File: src/rtl/pre_pkg.sv
`timescale 1ns / 1ps
// ----------------------------------------------------------------------------
// pre_pkg
// shared constants and types of the printable run extractor
// ----------------------------------------------------------------------------
package pre_pkg;

   localparam int MAX_MIN_LEN = 64;
   localparam int BUF_DEPTH   = MAX_MIN_LEN - 1;
   localparam int BUF_AW      = $clog2(BUF_DEPTH);
   localparam int LEN_W       = 7;

   localparam int CMD_DEPTH   = 4;
   localparam int CMD_AW      = $clog2(CMD_DEPTH);
   localparam int CMD_CW      = $clog2(CMD_DEPTH + 1);

   localparam int OUT_DEPTH   = 4;
   localparam int OUT_AW      = $clog2(OUT_DEPTH);
   localparam int OUT_CW      = $clog2(OUT_DEPTH + 1);

   localparam logic [7:0]       TAB_BYTE       = 8'h09;
   localparam logic [7:0]       NEWLINE_BYTE   = 8'h0A;
   localparam logic [7:0]       PRINT_LOW      = 8'h20;
   localparam logic [7:0]       PRINT_HIGH     = 8'h7E;
   localparam logic [LEN_W-1:0] RESET_MIN_LEN  = LEN_W'(5);

   // command kinds
   localparam logic CMD_BYTE  = 1'b0;
   localparam logic CMD_BURST = 1'b1;

   typedef struct packed {
      logic              kind;
      logic [7:0]        data;
      logic [BUF_AW-1:0] count;
      logic              last;
   } cmd_type;

   typedef struct packed {
      logic              en;
      logic [BUF_AW-1:0] addr;
      logic [7:0]        data;
   } buf_wr_type;

endpackage

File: src/rtl/printable_run_extractor.sv
`timescale 1ns / 1ps
// ----------------------------------------------------------------------------
// printable_run_extractor
// passes on runs of printable bytes that reach a minimum length
// ----------------------------------------------------------------------------
// Bytes go in through a queue-like port (push/full) and results come out of
// one (pop/empty). Printable bytes (0x20 to 0x7e and tab) of a run are held
// until the run reaches csr_min_length, then the held bytes go out as one
// burst and later bytes pass straight through; a non-printable byte ends a
// passed-on run with a newline, and end_of_file clears the run silently.
// The front end takes one byte per cycle unless full. A byte that
// completes a held run of n bytes starts a burst of n+1 results that the
// back end replays through the run buffer's single read port at one entry
// per cycle unless its result queue is full; the input shows full until the
// replay is issued. last_of_burst marks each input byte's last result.
// ----------------------------------------------------------------------------
module printable_run_extractor import pre_pkg::*; (
   input  logic             clock,
   input  logic             reset,
   // input channel
   input  logic             req_push,
   output logic             req_full,
   input  logic [7:0]       req_data_byte,
   input  logic             req_end_of_file,
   // result channel
   input  logic             rsp_pop,
   output logic             rsp_empty,
   output logic [7:0]       rsp_out_byte,
   output logic             rsp_last_of_burst,
   // configuration
   input  logic             csr_wr_en,
   input  logic [LEN_W-1:0] csr_min_length
);

   // front to queue
   logic       cmd_push;
   cmd_type    cmd;
   logic       cmd_full;
   // queue to back
   logic       cmd_empty;
   cmd_type    cmd_head;
   logic       cmd_pop;
   // burst replay finished, front may take bytes again
   logic       burst_done;
   // run buffer writes come from the front
   buf_wr_type buf_wr;

   // run tracking and classification of each byte
   pre_front u_front (
      .clock           (clock),
      .reset           (reset),
      .req_push        (req_push),
      .req_full        (req_full),
      .req_data_byte   (req_data_byte),
      .req_end_of_file (req_end_of_file),
      .csr_wr_en       (csr_wr_en),
      .csr_min_length  (csr_min_length),
      .cmd_full        (cmd_full),
      .burst_done      (burst_done),
      .cmd_push        (cmd_push),
      .cmd             (cmd),
      .buf_wr          (buf_wr)
   );

   // decouples the two halves
   pre_cmd_queue u_cmd_queue (
      .clock     (clock),
      .reset     (reset),
      .push      (cmd_push),
      .push_data (cmd),
      .pop       (cmd_pop),
      .full      (cmd_full),
      .empty     (cmd_empty),
      .head      (cmd_head)
   );

   // replays bursts and queues results for the output side
   pre_back u_back (
      .clock             (clock),
      .reset             (reset),
      .cmd_empty         (cmd_empty),
      .cmd_head          (cmd_head),
      .cmd_pop           (cmd_pop),
      .burst_done        (burst_done),
      .buf_wr            (buf_wr),
      .rsp_pop           (rsp_pop),
      .rsp_empty         (rsp_empty),
      .rsp_out_byte      (rsp_out_byte),
      .rsp_last_of_burst (rsp_last_of_burst)
   );

endmodule

File: src/rtl/pre_front.sv
`timescale 1ns / 1ps
// ----------------------------------------------------------------------------
// pre_front
// accepts bytes, tracks the run and issues commands to the back end
// ----------------------------------------------------------------------------
module pre_front import pre_pkg::*; (
   input  logic             clock,
   input  logic             reset,
   input  logic             req_push,
   output logic             req_full,
   input  logic [7:0]       req_data_byte,
   input  logic             req_end_of_file,
   input  logic             csr_wr_en,
   input  logic [LEN_W-1:0] csr_min_length,
   input  logic             cmd_full,
   input  logic             burst_done,
   output logic             cmd_push,
   output cmd_type          cmd,
   output buf_wr_type       buf_wr
);

   logic             in_run_ff, in_run_in;
   logic [LEN_W-1:0] run_len_ff, run_len_in;
   logic [LEN_W-1:0] min_len_ff;
   logic             burst_busy_ff, burst_busy_in;
   logic [LEN_W-1:0] eff_min;
   logic [LEN_W-1:0] len;
   logic             printable;
   logic             accept;
   logic             cmd_valid;

   always_comb begin
      priority if (min_len_ff == '0) begin
         eff_min = LEN_W'(1);
      end else if (min_len_ff > LEN_W'(MAX_MIN_LEN)) begin
         eff_min = LEN_W'(MAX_MIN_LEN);
      end else begin
         eff_min = min_len_ff;
      end
   end

   // a queued burst replays the buffer, so no new byte may overwrite it
   assign req_full  = cmd_full | burst_busy_ff;
   assign accept    = req_push & ~req_full;
   assign printable = ((req_data_byte >= PRINT_LOW) && (req_data_byte <= PRINT_HIGH))
                      || (req_data_byte == TAB_BYTE);
   assign len       = in_run_ff ? run_len_ff : '0;

   always_comb begin
      cmd_valid   = 1'b0;
      cmd.kind    = CMD_BYTE;
      cmd.data    = req_data_byte;
      cmd.count   = len[BUF_AW-1:0];
      cmd.last    = 1'b1;
      buf_wr.en   = 1'b0;
      buf_wr.addr = len[BUF_AW-1:0];
      buf_wr.data = req_data_byte;
      in_run_in   = in_run_ff;
      run_len_in  = run_len_ff;
      if (printable) begin
         if (len >= eff_min) begin
            cmd_valid = 1'b1;
         end else if (len + LEN_W'(1) == eff_min) begin
            cmd_valid = 1'b1;
            cmd.kind  = (len == '0) ? CMD_BYTE : CMD_BURST;
         end
         buf_wr.en  = accept && (len < LEN_W'(BUF_DEPTH));
         in_run_in  = 1'b1;
         run_len_in = (len < LEN_W'(MAX_MIN_LEN)) ? len + LEN_W'(1) : len;
      end else begin
         if (in_run_ff && (run_len_ff >= eff_min)) begin
            cmd_valid = 1'b1;
            cmd.data  = NEWLINE_BYTE;
         end
         in_run_in  = 1'b0;
         run_len_in = '0;
      end
      if (req_end_of_file) begin
         in_run_in  = 1'b0;
         run_len_in = '0;
      end
   end

   assign cmd_push = accept & cmd_valid;

   always_comb begin
      burst_busy_in = burst_busy_ff;
      if (cmd_push && (cmd.kind == CMD_BURST)) begin
         burst_busy_in = 1'b1;
      end else if (burst_done) begin
         burst_busy_in = 1'b0;
      end
   end

   always_ff @(posedge clock) begin
      if (reset) begin
         in_run_ff     <= 1'b0;
         run_len_ff    <= '0;
         min_len_ff    <= RESET_MIN_LEN;
         burst_busy_ff <= 1'b0;
      end else begin
         if (accept) begin
            in_run_ff  <= in_run_in;
            run_len_ff <= run_len_in;
         end
         if (csr_wr_en) begin
            min_len_ff <= csr_min_length;
         end
         burst_busy_ff <= burst_busy_in;
      end
   end

endmodule

File: src/rtl/pre_cmd_queue.sv
`timescale 1ns / 1ps
// ----------------------------------------------------------------------------
// pre_cmd_queue
// short command queue between front and back end
// ----------------------------------------------------------------------------
module pre_cmd_queue import pre_pkg::*; (
   input  logic    clock,
   input  logic    reset,
   input  logic    push,
   input  cmd_type push_data,
   input  logic    pop,
   output logic    full,
   output logic    empty,
   output cmd_type head
);

   cmd_type           entry_ff [CMD_DEPTH];
   logic [CMD_AW-1:0] wr_ptr_ff, rd_ptr_ff;
   logic [CMD_CW-1:0] count_ff;
   logic              do_push, do_pop;

   assign full    = (count_ff == CMD_CW'(CMD_DEPTH));
   assign empty   = (count_ff == '0);
   assign do_push = push & ~full;
   assign do_pop  = pop & ~empty;
   assign head    = entry_ff[rd_ptr_ff];

   always_ff @(posedge clock) begin
      if (do_push) begin
         entry_ff[wr_ptr_ff] <= push_data;
      end
   end

   always_ff @(posedge clock) begin
      if (reset) begin
         wr_ptr_ff <= '0;
         rd_ptr_ff <= '0;
         count_ff  <= '0;
      end else begin
         if (do_push) begin
            wr_ptr_ff <= wr_ptr_ff + CMD_AW'(1);
         end
         if (do_pop) begin
            rd_ptr_ff <= rd_ptr_ff + CMD_AW'(1);
         end
         unique case ({do_push, do_pop})
            2'b10:   count_ff <= count_ff + CMD_CW'(1);
            2'b01:   count_ff <= count_ff - CMD_CW'(1);
            default: count_ff <= count_ff;
         endcase
      end
   end

endmodule

File: src/rtl/pre_back.sv
`timescale 1ns / 1ps
// ----------------------------------------------------------------------------
// pre_back
// carries out commands: run buffer, burst replay and result queue
// ----------------------------------------------------------------------------
module pre_back import pre_pkg::*; (
   input  logic       clock,
   input  logic       reset,
   input  logic       cmd_empty,
   input  cmd_type    cmd_head,
   output logic       cmd_pop,
   output logic       burst_done,
   input  buf_wr_type buf_wr,
   input  logic       rsp_pop,
   output logic       rsp_empty,
   output logic [7:0] rsp_out_byte,
   output logic       rsp_last_of_burst
);

   logic [7:0]        buf_mem [BUF_DEPTH];
   logic [7:0]        mem_q_ff;
   logic              rd_en;
   logic [BUF_AW-1:0] idx_ff, idx_in;

   logic              s_valid_ff;
   logic              s_from_mem_ff, s_from_mem_in;
   logic [7:0]        s_byte_ff;
   logic              s_last_ff, s_last_in;
   logic              issue;
   logic              can_issue;

   logic [8:0]        out_ff [OUT_DEPTH];
   logic [OUT_AW-1:0] out_wr_ff, out_rd_ff;
   logic [OUT_CW-1:0] out_cnt_ff;
   logic [OUT_CW:0]   out_need;
   logic              out_push, out_pop;
   logic [7:0]        s_out_byte;

   always_ff @(posedge clock) begin
      if (buf_wr.en) begin
         buf_mem[buf_wr.addr] <= buf_wr.data;
      end
   end

   always_ff @(posedge clock) begin
      if (rd_en) begin
         mem_q_ff <= buf_mem[idx_ff];
      end
   end

   // room for the item in flight plus the new one
   assign out_need  = {1'b0, out_cnt_ff} + (OUT_CW + 1)'(s_valid_ff);
   assign can_issue = (out_need < (OUT_CW + 1)'(OUT_DEPTH)) && !cmd_empty;

   always_comb begin
      issue         = 1'b0;
      rd_en         = 1'b0;
      cmd_pop       = 1'b0;
      burst_done    = 1'b0;
      idx_in        = idx_ff;
      s_from_mem_in = 1'b0;
      s_last_in     = cmd_head.last;
      if (can_issue) begin
         issue = 1'b1;
         if ((cmd_head.kind == CMD_BURST) && (idx_ff < cmd_head.count)) begin
            rd_en         = 1'b1;
            s_from_mem_in = 1'b1;
            s_last_in     = 1'b0;
            idx_in        = idx_ff + BUF_AW'(1);
         end else begin
            cmd_pop    = 1'b1;
            burst_done = (cmd_head.kind == CMD_BURST);
            idx_in     = '0;
         end
      end
   end

   always_ff @(posedge clock) begin
      if (issue) begin
         s_from_mem_ff <= s_from_mem_in;
         s_byte_ff     <= cmd_head.data;
         s_last_ff     <= s_last_in;
      end
   end

   assign s_out_byte = s_from_mem_ff ? mem_q_ff : s_byte_ff;
   assign out_push   = s_valid_ff;
   assign out_pop    = rsp_pop & ~rsp_empty;

   always_ff @(posedge clock) begin
      if (out_push) begin
         out_ff[out_wr_ff] <= {s_last_ff, s_out_byte};
      end
   end

   assign rsp_empty         = (out_cnt_ff == '0);
   assign rsp_out_byte      = out_ff[out_rd_ff][7:0];
   assign rsp_last_of_burst = out_ff[out_rd_ff][8];

   always_ff @(posedge clock) begin
      if (reset) begin
         idx_ff     <= '0;
         s_valid_ff <= 1'b0;
         out_wr_ff  <= '0;
         out_rd_ff  <= '0;
         out_cnt_ff <= '0;
      end else begin
         idx_ff     <= idx_in;
         s_valid_ff <= issue;
         if (out_push) begin
            out_wr_ff <= out_wr_ff + OUT_AW'(1);
         end
         if (out_pop) begin
            out_rd_ff <= out_rd_ff + OUT_AW'(1);
         end
         unique case ({out_push, out_pop})
            2'b10:   out_cnt_ff <= out_cnt_ff + OUT_CW'(1);
            2'b01:   out_cnt_ff <= out_cnt_ff - OUT_CW'(1);
            default: out_cnt_ff <= out_cnt_ff;
         endcase
      end
   end

endmodule

File: config.mk
export PLATFORM = sky130hd
export DESIGN_NAME = printable_run_extractor
export DESIGN_NICKNAME = d
export VERILOG_FILES = /design/src/rtl/pre_pkg.sv /design/src/rtl/printable_run_extractor.sv /design/src/rtl/pre_front.sv /design/src/rtl/pre_cmd_queue.sv /design/src/rtl/pre_back.sv
export SDC_FILE = /design/constraint.sdc
export NUM_CORES = 1
export LEC_CHECK = 0
export BUFFER_PORTS_ARGS = -buffer_cell sky130_fd_sc_hd__buf_2
export CAP_MARGIN = 25
export CORE_ASPECT_RATIO = 0.75
export CORE_MARGIN = 2
export CORE_UTILIZATION = 60
export DETAILED_ROUTE_END_ITERATION = 16
export PLACE_DENSITY_LB_ADDON = 0.05
export SLEW_MARGIN = 20
export SYNTH_ARGS = -nofsm -noshare
export SYNTH_HDL_FRONTEND = slang
export SYNTH_SLANG_ARGS = --single-unit
File: constraint.sdc
create_clock -name clock -period 5 [get_ports clock]
set_input_delay 1 -clock clock [delete_from_list [all_inputs] [get_ports clock]]
set_output_delay 1 -clock clock [all_outputs]
set_load 0.05 [all_outputs]
==> results.sh, run 1 <==
export IMPL_period_needed_ns=4.138
export IMPL_core_area_um2=43350
export IMPL_skew_ns=0.01813
export IMPL_vdd_drop_max_v=0.0003716
export IMPL_ctsResizeCount=0
export IMPL_io_pins=32
export IMPL_die_x_um=246.0
export IMPL_nets=1546
export IMPL_diodes=0
export IMPL_timing_worst_setup_path_type="register to register"
export IMPL_ys_types=57
export IMPL_synth_warnings=0
export IMPL_synth_area_per_cell_um2=19.11
export IMPL_firstDrtPassIters=5
export IMPL_hold_path_endpoint="u_front.burst_busy_ff$_SDFFE_PP0P_"
export IMPL_finalCritPeriodShare_pct=82.76
export IMPL_end_kind="register"
export IMPL_worst_slew_pin_slew_ns=1.054
export IMPL_finalPower_uw=12680
export IMPL_viasPerCell=6.253
export IMPL_holdPathStages=2
export IMPL_wl_per_cell_um=26.58
export IMPL_synthArstFlopShare_pct=0
export IMPL_relSlewSlack_pct=29.44
export IMPL_setup_ws_ns=0.8621
export IMPL_startpoint_type="register"
export IMPL_htree_levels=2
export IMPL_rsz0062_at_grt="no"
export IMPL_gp_congestion=0.8572
export IMPL_reg2reg_from="u_front.run_len_ff[3]$_SDFFE_PP0P_"
export IMPL_grt_max_degree=83
export IMPL_fin_util_pct=68.03
export IMPL_worst_path_max_fanout=13
export IMPL_antenna_found_initial=1
export IMPL_syn_inst=1379
export IMPL_clk_latency_ns=0.63
export IMPL_drc=0
export IMPL_synth_main_ff_cell="edfxtp_1"
export IMPL_clock_path_buffers=3
export IMPL_vias=13190
export IMPL_r2r_setup_slack_ns=0.86
export IMPL_seq_area_frac_synth_pct=73.52
export IMPL_die_area_um2=45640
export IMPL_antenna_left=0
export IMPL_setup_viol=0
export IMPL_fmax_mhz=241.7
export IMPL_power_leakage_uw=0.009372
export IMPL_gr_total_overflow=0
export IMPL_drive_gt1_share_pct=24.74
export IMPL_p_per_area_nw_per_um2=430.0
export IMPL_die_height_um=185.5
export IMPL_post_dp_hpwl_um=34620
export IMPL_synth_top_cell_by_area="edfxtp_1"
export IMPL_ctsHoldBuffers=0
export IMPL_grt_pass1_wl_um=83830
export IMPL_mostFrequentLayoutCell="edfxtp_1"
export IMPL_clk_pin_slew_ns=0.06
export IMPL_grt_pass1_vias=12850
export IMPL_syn_cell_area_um2=26360
export IMPL_synth_edff_count=618
export IMPL_drtIter0Drc=1389
export IMPL_final_cell_mix="edfxtp_1 (618), mux4_2 (157), nor2_1 (116)"
export IMPL_syn_nets=1433
export IMPL_status="completed"
export IMPL_cts_buffers=59
export IMPL_root_buffer="clkbuf_16"
export IMPL_slew_viol_final=0
export IMPL_finalHoldViolCount=0
export IMPL_drt_total_wl_um=56080
export IMPL_maxCapViolCount=0
export IMPL_post_cts_buffers=0
export IMPL_synthDominantCellAreaShare_pct=70.40
export IMPL_numClockSinks=659
export IMPL_netlist_top_cells_area="edfxtp_1 (70%), mux4_2 (13%), dfxtp_1 (3.1%)"
export IMPL_synth_seq_cells=659
export IMPL_rows=66
export IMPL_hold_path_class="register to register"
export IMPL_cp_required_ns=5.54
export IMPL_crit_arrival_ns=4.68
export IMPL_design_area_um2=29500
export IMPL_reg2reg_to="u_cmd_queue.count_ff[2]$_SDFFE_PP0P_"
export IMPL_reg2regPathDepth=16
export IMPL_place_area_um2=27650
export IMPL_area_growth_pct=11.90
export IMPL_setup_tns_ns=0
export IMPL_grt_usage_pct=25.48
export IMPL_port_buffers=31
export IMPL_pre_cts_slack_ns=0.9066
export IMPL_cts_tree="built"
export IMPL_initial_utilization_pct=60.80
export IMPL_hp_start="u_front.burst_busy_ff$_SDFFE_PP0P_"
-- stage by stage --
step / cells / hold slack (ns)
after floorplan: 1379 / 0.4446
after detailed placement: 2009 / 0.4736
after global routing: 2110 / 0.5130
after CTS: 2110 / 0.4799
final: 2110 / 0.4778
after global placement: 2009 / 0.4670
-- worst max-delay path, stage by stage, from the launching register on --
cell and delay, ns:
dfxtp_1 0.57, and2_1 0.36, nand3_1 0.11, buf_4 0.21
or3_1 0.34, ha_1 0.33, nand2_1 0.08, a2bb2oi_1 0.18
nor3_2 0.06, nand4_1 0.12, a311o_1 0.39, ha_1 0.26
inv_1 0.06, fa_1 0.38, xor2_1 0.17, or3_1 0.31
a21oi_1 0.14
-- state kept, by name (all words and copies together) (netlist names), named ones only --
name                   cells
u_back.out_wr_ff           2
u_back.s_byte_ff           8
u_back.out_ff             36
u_front.min_len_ff         7
u_back.mem_q_ff            8
u_back.out_push            1
u_back.out_rd_ff           2
u_front.in_run_ff          1
u_back.s_from_mem_ff       1
u_cmd_queue.wr_ptr_ff      2
u_back.idx_ff              6
u_cmd_queue.rd_ptr_ff      2
u_cmd_queue.entry_ff      60
u_back.s_last_ff           1
u_back.buf_mem           504
u_front.burst_busy_ff      1
u_cmd_queue.count_ff       3
u_back.out_cnt_ff          3
u_front.run_len_ff         7
-- synthesized netlist by cell type, drive strengths merged (2+ instances only) --
cell type	number
o22ai	8
nand3	8
inv	38
nor3	9
a21o	3
or2	3
mux4	157
clkbuf	35
nand2	35
fa	2
and2	7
mux2i	38
nand2b	11
mux2	11
o211ai	4
nand3b	2
edfxtp	618
nor2	116
a22oi	5
dfxtp	41
a211o	3
buf	34
xor2	9
a2bb2oi	2
a221oi	5
a21oi	38
a211oi	11
or3	7
nor2b	19
o221ai	2
and3	5
ha	31
xnor2	10
o21ai	24
a22o	2
nand4	11
a32o	2
-- area by class of cell --
type	instances	area, um^2
Clock buffer	71	1543
Clock inverter	30	307.8
Fill cell	2846	13860
Inverter	39	146.4
Multi-Input combinational cell	612	6530
Sequential cell	659	19390
Tap cell	578	723.2
Timing Repair Buffer	121	855.8
-- where the power goes --
group          internal, uW  total (uW)  switching (uW)
clock                  2490        4400            1910
combinational           826        1900            1080
sequential             6260        6380             124
-- worst max path at each step --
stage                                             from                              endpoint  cells after the start
global route            u_front.in_run_ff$_SDFFE_PP0P_  u_cmd_queue.count_ff[2]$_SDFFE_PP0P_                     17
global placement    u_front.run_len_ff[3]$_SDFFE_PP0P_  u_cmd_queue.count_ff[2]$_SDFFE_PP0P_                     16
CTS                 u_front.run_len_ff[3]$_SDFFE_PP0P_  u_cmd_queue.count_ff[2]$_SDFFE_PP0P_                     16
floorplan               u_front.in_run_ff$_SDFFE_PP0P_  u_cmd_queue.entry_ff[0][0]$_DFFE_PP_                     14
finish              u_front.run_len_ff[3]$_SDFFE_PP0P_  u_cmd_queue.count_ff[2]$_SDFFE_PP0P_                     16
detailed placement  u_front.run_len_ff[3]$_SDFFE_PP0P_  u_cmd_queue.count_ff[2]$_SDFFE_PP0P_                     16
-- cells by family (layout without fill, tap and decap cells) --
group | count (synthesis) | in the layout | share of synthesized area [%]
DFF | 659 | 659 | 73.52
buffers and inverters | 108 | 261 | 1.728
muxes | 206 | 206 | 15.34
and+or+nand+nor | 236 | 236 | 4.210
adders and majority gates | 33 | 33 | 1.623
AOI/OAI and AO/OA | 117 | 117 | 2.858
xor gates and xnor gates | 20 | 20 | 0.7215
-- per-layer routing --
metal	wire, um	part of all wire [%]	track usage, %
met2	25120	45	36.57
met4	1098	2.0	6.691
met1	25880	46	41.14
met3	3981	7.1	4.239
met5	0	0	0
(Power assumes the default switching activity.)
==> run 2, diff against run 1 <==
--- a/config.mk
+++ b/config.mk
@@ -9,7 +9,7 @@
 export CAP_MARGIN = 25
 export CORE_ASPECT_RATIO = 0.75
 export CORE_MARGIN = 2
-export CORE_UTILIZATION = 60
+export CORE_UTILIZATION = 57
 export DETAILED_ROUTE_END_ITERATION = 16
 export PLACE_DENSITY_LB_ADDON = 0.05
 export SLEW_MARGIN = 20
==> constraint.sdc (replaced) <==
create_clock -name clock -period 3.35 [get_ports clock]
set_input_delay 0.67 -clock clock [delete_from_list [all_inputs] [get_ports clock]]
set_output_delay 0.67 -clock clock [all_outputs]
set_load 0.05 [all_outputs]
==> results.sh, run 2 (synthesized netlist as in run 1, its figures left out) <==
export IMPL_status="completed"
export IMPL_clock_path_buffers=3
export IMPL_worst_path_max_fanout=5
export IMPL_die_x_um=252.3
export IMPL_drt_total_wl_um=56310
export IMPL_crit_arrival_ns=3.73
export IMPL_grt_pass1_vias=13010
export IMPL_fmax_mhz=313.8
export IMPL_finalPower_uw=19330
export IMPL_reg_largest_list="u_back.buf_mem: 504 flops, u_cmd_queue.entry_ff: 60 flops, u_back.out_ff: 36 flops"
export IMPL_period_needed_ns=3.186
export IMPL_pre_cts_slack_ns=0.1022
export IMPL_gp_congestion=0.8884
export IMPL_r2r_setup_slack_ns=0.16
export IMPL_maxCapViolCount=0
export IMPL_htree_levels=2
export IMPL_ctsHoldBuffers=0
export IMPL_numClockSinks=659
export IMPL_power_switching_uw=4696
export IMPL_area_growth_pct=14.69
export IMPL_cp_required_ns=3.90
export IMPL_vias=13210
export IMPL_viasPerCell=6.036
export IMPL_die_area_um2=48000
export IMPL_startpoint_type="register"
export IMPL_reg2reg_from="u_front.in_run_ff$_SDFFE_PP0P_"
export IMPL_crit_end="u_cmd_queue.count_ff[2]$_SDFFE_PP0P_"
export IMPL_comb_power_share_pct=15.2
export IMPL_root_buffer="clkbuf_16"
export IMPL_reg2reg_to="u_cmd_queue.count_ff[2]$_SDFFE_PP0P_"
export IMPL_p_int_uw=14640
export IMPL_core_area_um2=45860
export IMPL_die_height_um=190.2
export IMPL_power_leakage_uw=0.009780
export IMPL_hold_path_class="input port to register"
export IMPL_holdPathStages=2
export IMPL_post_dp_hpwl_um=35420
export IMPL_worst_slew_pin_slew_ns=0.8025
export IMPL_drc=0
export IMPL_fin_util_pct=65.92
export IMPL_rows=68
export IMPL_use_met2_pct=34.69
export IMPL_busiest_layer="met1"
export IMPL_port_buffers=31
export IMPL_antenna_left=0
export IMPL_gr_total_overflow=0
export IMPL_skew_ns=0.01055
export IMPL_firstDrtPassIters=5
export IMPL_initial_utilization_pct=57.48
export IMPL_regMostFlops="u_back.buf_mem"
export IMPL_drtIter0Drc=1435
export IMPL_finalHoldViolCount=0
export IMPL_met1_usage_pct=38.40
export IMPL_p_clk_share_pct=35.4
export IMPL_clk_latency_ns=0.62
export IMPL_drive_gt1_share_pct=29.19
export IMPL_vdd_drop_max_v=0.0005226
export IMPL_grt_pass1_wl_um=83970
export IMPL_grt_max_degree=65
export IMPL_largest_reg_flops=504
export IMPL_grt_usage_pct=24.17
export IMPL_wl_per_cell_um=25.74
export IMPL_finalCritPeriodShare_pct=95.11
export IMPL_final_cell_mix="edfxtp_1 (618), mux4_2 (157), buf_4 (129)"
export IMPL_relSlewSlack_pct=46.50
export IMPL_setup_ws_ns=0.1637
export IMPL_slew_viol_final=0
export IMPL_p_per_area_nw_per_um2=639.5
export IMPL_setup_viol=0
export IMPL_p_seq_share_pct=49.4
export IMPL_swShare_pct=24.29
export IMPL_end_kind="register"
export IMPL_nets=1597
export IMPL_setup_worst_path_start="u_front.in_run_ff$_SDFFE_PP0P_"
export IMPL_timing_worst_setup_path_type="register to register"
export IMPL_clk_pin_slew_ns=0.07
export IMPL_diodes=0
export IMPL_antenna_found_initial=1
export IMPL_mostFrequentLayoutCell="edfxtp_1"
export IMPL_io_pins=32
export IMPL_reg2regPathDepth=17
export IMPL_met3_usage_pct=4.859
export IMPL_cts_buffers=60
export IMPL_cts_tree="built"
==> run 2: changes by cell type in the layout (fill, tap and decap cells not counted), sizes merged <==
cell      previous run  this run
buf                121       171
bufinv               6         7
clkbuf              71        72
clkinv              23        33
clkinvlp             1         0
==> run 2: repair_timing <==
item / 4_1_cts / 5_1_grt
buffers inserted: 0 / 2
gates resized for setup: 0 / 7
setup endpoints to repair: 0 / 2
==> run 2: per-stage QoR <==
| step | setup TNS [ns] | cells | cell area, um^2 | hold WS (ns) |
|---|---|---|---|---|
| 3_3_place_gp | 0 | 2074 | 28210 | 0.4697 |
| 2_1_floorplan | 0 | 1379 | 26440 | 0.4446 |
| 3_5_place_dp | 0 | 2074 | 28210 | 0.4717 |
| 5_1_grt | -0.01321 | 2188 | 30230 | 0.2642 |
| 6_report | 0 | 2188 | 30230 | 0.2644 |
| 4_1_cts | 0 | 2186 | 30190 | 0.2334 |
==> run 2: area by class of cell <==
type	instances	area, um^2
tap	595	744.5
inverter	39	151.4
timing repair buffer	171	1344
fill	3067	15630
clock buffer	72	1609
clock inverter	40	371.6
sequential	659	19400
multi-input combinational	612	6611
==> run 2: worst min-delay path by stage <==
stage          slack [ns]                                  to                          startpoint
2_1_floorplan        0.44  u_front.burst_busy_ff$_SDFFE_PP0P_  u_front.burst_busy_ff$_SDFFE_PP0P_
3_3_place_gp         0.47  u_front.burst_busy_ff$_SDFFE_PP0P_  u_front.burst_busy_ff$_SDFFE_PP0P_
3_5_place_dp         0.47  u_front.burst_busy_ff$_SDFFE_PP0P_  u_front.burst_busy_ff$_SDFFE_PP0P_
4_1_cts              0.23  u_front.min_len_ff[0]$_SDFFE_PP1P_                   csr_min_length[0]
5_1_grt              0.26  u_front.min_len_ff[0]$_SDFFE_PP1P_                   csr_min_length[0]
6_report             0.26  u_front.min_len_ff[0]$_SDFFE_PP1P_                   csr_min_length[0]
==> run 2: critical path: stages (launching register included) <==
cell and delay, ns:
dfxtp_4 0.39, nand2_4 0.08, inv_4 0.07, ha_4 0.13, inv_2 0.03, or3_4 0.38, ha_4 0.27, nand2_1 0.06
a2bb2oi_2 0.14, nor3_2 0.10, nand4_1 0.12, a311o_1 0.44, ha_4 0.19, inv_1 0.07, fa_2 0.19, xor2_1 0.07
or3_1 0.30, a21oi_1 0.11
==> run 2: routing by layer <==
layer / share of wire (%) / up-vias
li1: - / 5867
met1: 46 / 6834
met2: 44 / 426
met3: 7.4 / 79
met4: 2.1 / 0
met5: 0 / -
==> run 2: power by group through the flow <==
stage,registers (uW),clock network [uW],logic (uW)
detailed placement,9730,0,2960
CTS,9560,6980,2970
floorplan,9570,0,2190
finish,9550,6850,2930
global placement,9720,0,2930
global route,9590,7280,3160
==> run 3, diff against run 2 <==
==> constraint.sdc (replaced) <==
create_clock -name clock -period 3.35 [get_ports clock]
set_input_delay 0.335 -clock clock [delete_from_list [all_inputs] [get_ports clock]]
set_output_delay 0.335 -clock clock [all_outputs]
set_load 0.05 [all_outputs]
==> results.sh, run 3 (synthesized netlist as in run 1, its figures left out) <==
export IMPL_die_area_um2=48000
export IMPL_vdd_drop_max_v=0.0005497
export IMPL_root_buffer="clkbuf_16"
export IMPL_initial_utilization_pct=57.48
export IMPL_timing_worst_setup_path_type="register to register"
export IMPL_final_cell_mix="edfxtp_1 (618), mux4_2 (157), buf_4 (144)"
export IMPL_clk_pin_slew_ns=0.06
export IMPL_end_kind="register"
export IMPL_relSlewSlack_pct=47.25
export IMPL_port_buffers=31
export IMPL_numClockSinks=659
export IMPL_grt_pass1_vias=13180
export IMPL_skew_ns=0.01806
export IMPL_gp_congestion=0.8628
export IMPL_critical_path_slowest_cell="a311o_1"
export IMPL_cts_tree="built"
export IMPL_fmax_mhz=308.4
export IMPL_largest_reg_flops=504
export IMPL_setup_viol=0
export IMPL_drtIter0Drc=1259
export IMPL_cpMostUsedCell="ha_4"
export IMPL_design_area_um2=30330
export IMPL_rsz0062_at_grt="yes"
export IMPL_antenna_found_initial=0
export IMPL_mostFrequentLayoutCell="edfxtp_1"
export IMPL_grt_max_degree=65
export IMPL_p_per_area_nw_per_um2=636.7
export IMPL_regMostFlops="u_back.buf_mem"
export IMPL_htree_levels=2
export IMPL_post_dp_hpwl_um=35920
export IMPL_io_pins=32
export IMPL_holdPathStages=3
export IMPL_r2r_setup_slack_ns=0.11
export IMPL_drive_gt1_share_pct=29.11
export IMPL_drt_total_wl_um=57360
export IMPL_vias=13410
export IMPL_reg2reg_from="u_front.in_run_ff$_SDFFE_PP0P_"
export IMPL_core_area_um2=45860
export IMPL_finalHoldViolCount=0
export IMPL_grt_usage_pct=24.42
export IMPL_power_leakage_uw=0.009828
export IMPL_grt_pass1_wl_um=85350
export IMPL_slew_viol_final=0
export IMPL_reg_largest_list="u_back.buf_mem: 504 flops, u_cmd_queue.entry_ff: 60 flops, u_back.out_ff: 36 flops"
export IMPL_maxCapViolCount=0
export IMPL_hold_path_class="input port to register"
export IMPL_clk_latency_ns=0.60
export IMPL_setup_ws_ns=0.1071
export IMPL_reg2regPathDepth=15
export IMPL_diodes=0
export IMPL_area_growth_pct=15.08
export IMPL_crit_arrival_ns=3.75
export IMPL_hold_path_endpoint="u_front.run_len_ff[0]$_SDFFE_PP0P_"
export IMPL_place_area_um2=28260
export IMPL_pre_cts_slack_ns=0.06121
export IMPL_reg2reg_to="u_cmd_queue.count_ff[2]$_SDFFE_PP0P_"
export IMPL_die_x_um=252.3
export IMPL_path_cells="and2_4, nand3_2, or3_4, ha_4, nand2_1, a2bb2oi_2, nor3_2, nand4_1, a311o_1, ha_4, inv_2, fa_2, xor2_2, or3_1, a21oi_1"
export IMPL_finalPower_uw=19310
export IMPL_rows=68
export IMPL_wl_per_cell_um=26.00
export IMPL_status="completed"
export IMPL_worst_slew_pin_slew_ns=0.7912
export IMPL_antenna_left=0
export IMPL_worst_path_max_fanout=4
export IMPL_finalCritPeriodShare_pct=96.80
export IMPL_hp_start="req_end_of_file"
export IMPL_cp_required_ns=3.86
export IMPL_slowest_delay_ns=0.45
export IMPL_drc=0
export IMPL_startpoint_type="register"
export IMPL_die_height_um=190.2
export IMPL_viasPerCell=6.080
export IMPL_firstDrtPassIters=5
export IMPL_cts_buffers=60
export IMPL_period_needed_ns=3.243
export IMPL_nets=1618
export IMPL_clock_path_buffers=3
export IMPL_gr_total_overflow=0
## run 3: cell types whose count changed in the layout (fill, tap and decap cells not counted), moves of 2 or more
cell,change
dlygate4sd3_1,+7
clkbuf_8,-2
buf_12,-2
buf_4,+15
clkbuf_1,+9
clkinv_2,-9
## run 3: repair_timing
action | 4_1_cts | 5_1_grt
hold buffers | 7 | 0
endpoints found under the hold margin | 7 | 0
gates resized for setup | 0 | 12
setup endpoints to repair | 0 | 2
buffers inserted | 0 | 6
## run 3: layout make-up
type / count / area, um^2
Sequential cell: 659 / 19400
Multi-Input combinational cell: 612 / 6624
Clock inverter: 31 / 327.8
Tap cell: 595 / 744.5
Timing Repair Buffer: 192 / 1498
Inverter: 39 / 151.4
Fill cell: 3054 / 15530
Clock buffer: 78 / 1590
## run 3: metal layers
layer	vias to the layer above	routed length, um	GRT usage (%)
li1	5902	-	-
met1	6921	25860	37.90
met2	520	25600	35.44
met3	70	5074	6.839
met4	0	828	4.392
met5	-	0	0
## run 3: power by group
part,switching [uW],leakage (uW),internal [uW]
logic,1640,0.00298,1390
clock network,2880,0.000938,3870
registers,199,0.00591,9340
## run 3: how the worst max path moves through the flow
stage                                                   from  cells past startpoint                                   end  slack [ns]
after floorplan               u_front.in_run_ff$_SDFFE_PP0P_                     17  u_cmd_queue.count_ff[2]$_SDFFE_PP0P_        0.02
after global placement                              register                     13  u_cmd_queue.count_ff[2]$_SDFFE_PP0P_        0.15
after detailed placement                            register                     13  u_cmd_queue.count_ff[2]$_SDFFE_PP0P_        0.06
after CTS                 u_front.run_len_ff[0]$_SDFFE_PP0P_                     17  u_cmd_queue.count_ff[2]$_SDFFE_PP0P_        0.04
after global routing          u_front.in_run_ff$_SDFFE_PP0P_                     15  u_cmd_queue.count_ff[2]$_SDFFE_PP0P_       -0.08
final                         u_front.in_run_ff$_SDFFE_PP0P_                     15  u_cmd_queue.count_ff[2]$_SDFFE_PP0P_        0.11
## run 3: critical path: cells and delay by family (launching register included)
family                   cells  cell delay, ns
AND/OR/NAND/NOR              7            1.25
buffers and inverters        1            0.05
XOR/XNOR                     1            0.07
AO/OA/AOI/OAI                3            0.71
flip-flops                   1            0.39
adder cells (fa/ha/maj)      3            0.68
## run 3: through the flow
stage / TNS (ns) / utilization, % / cells / hold WS (ns)
3_5_place_dp: 0 / 61.62 / 2084 / 0.4668
3_3_place_gp: 0 / 61.62 / 2084 / 0.4662
6_report: 0 / 66.14 / 2206 / 0.1194
4_1_cts: 0 / 65.96 / 2200 / 0.09765
5_1_grt: -0.1095 / 66.14 / 2206 / 0.1193
2_1_floorplan: 0 / - / 1379 / 0.4339
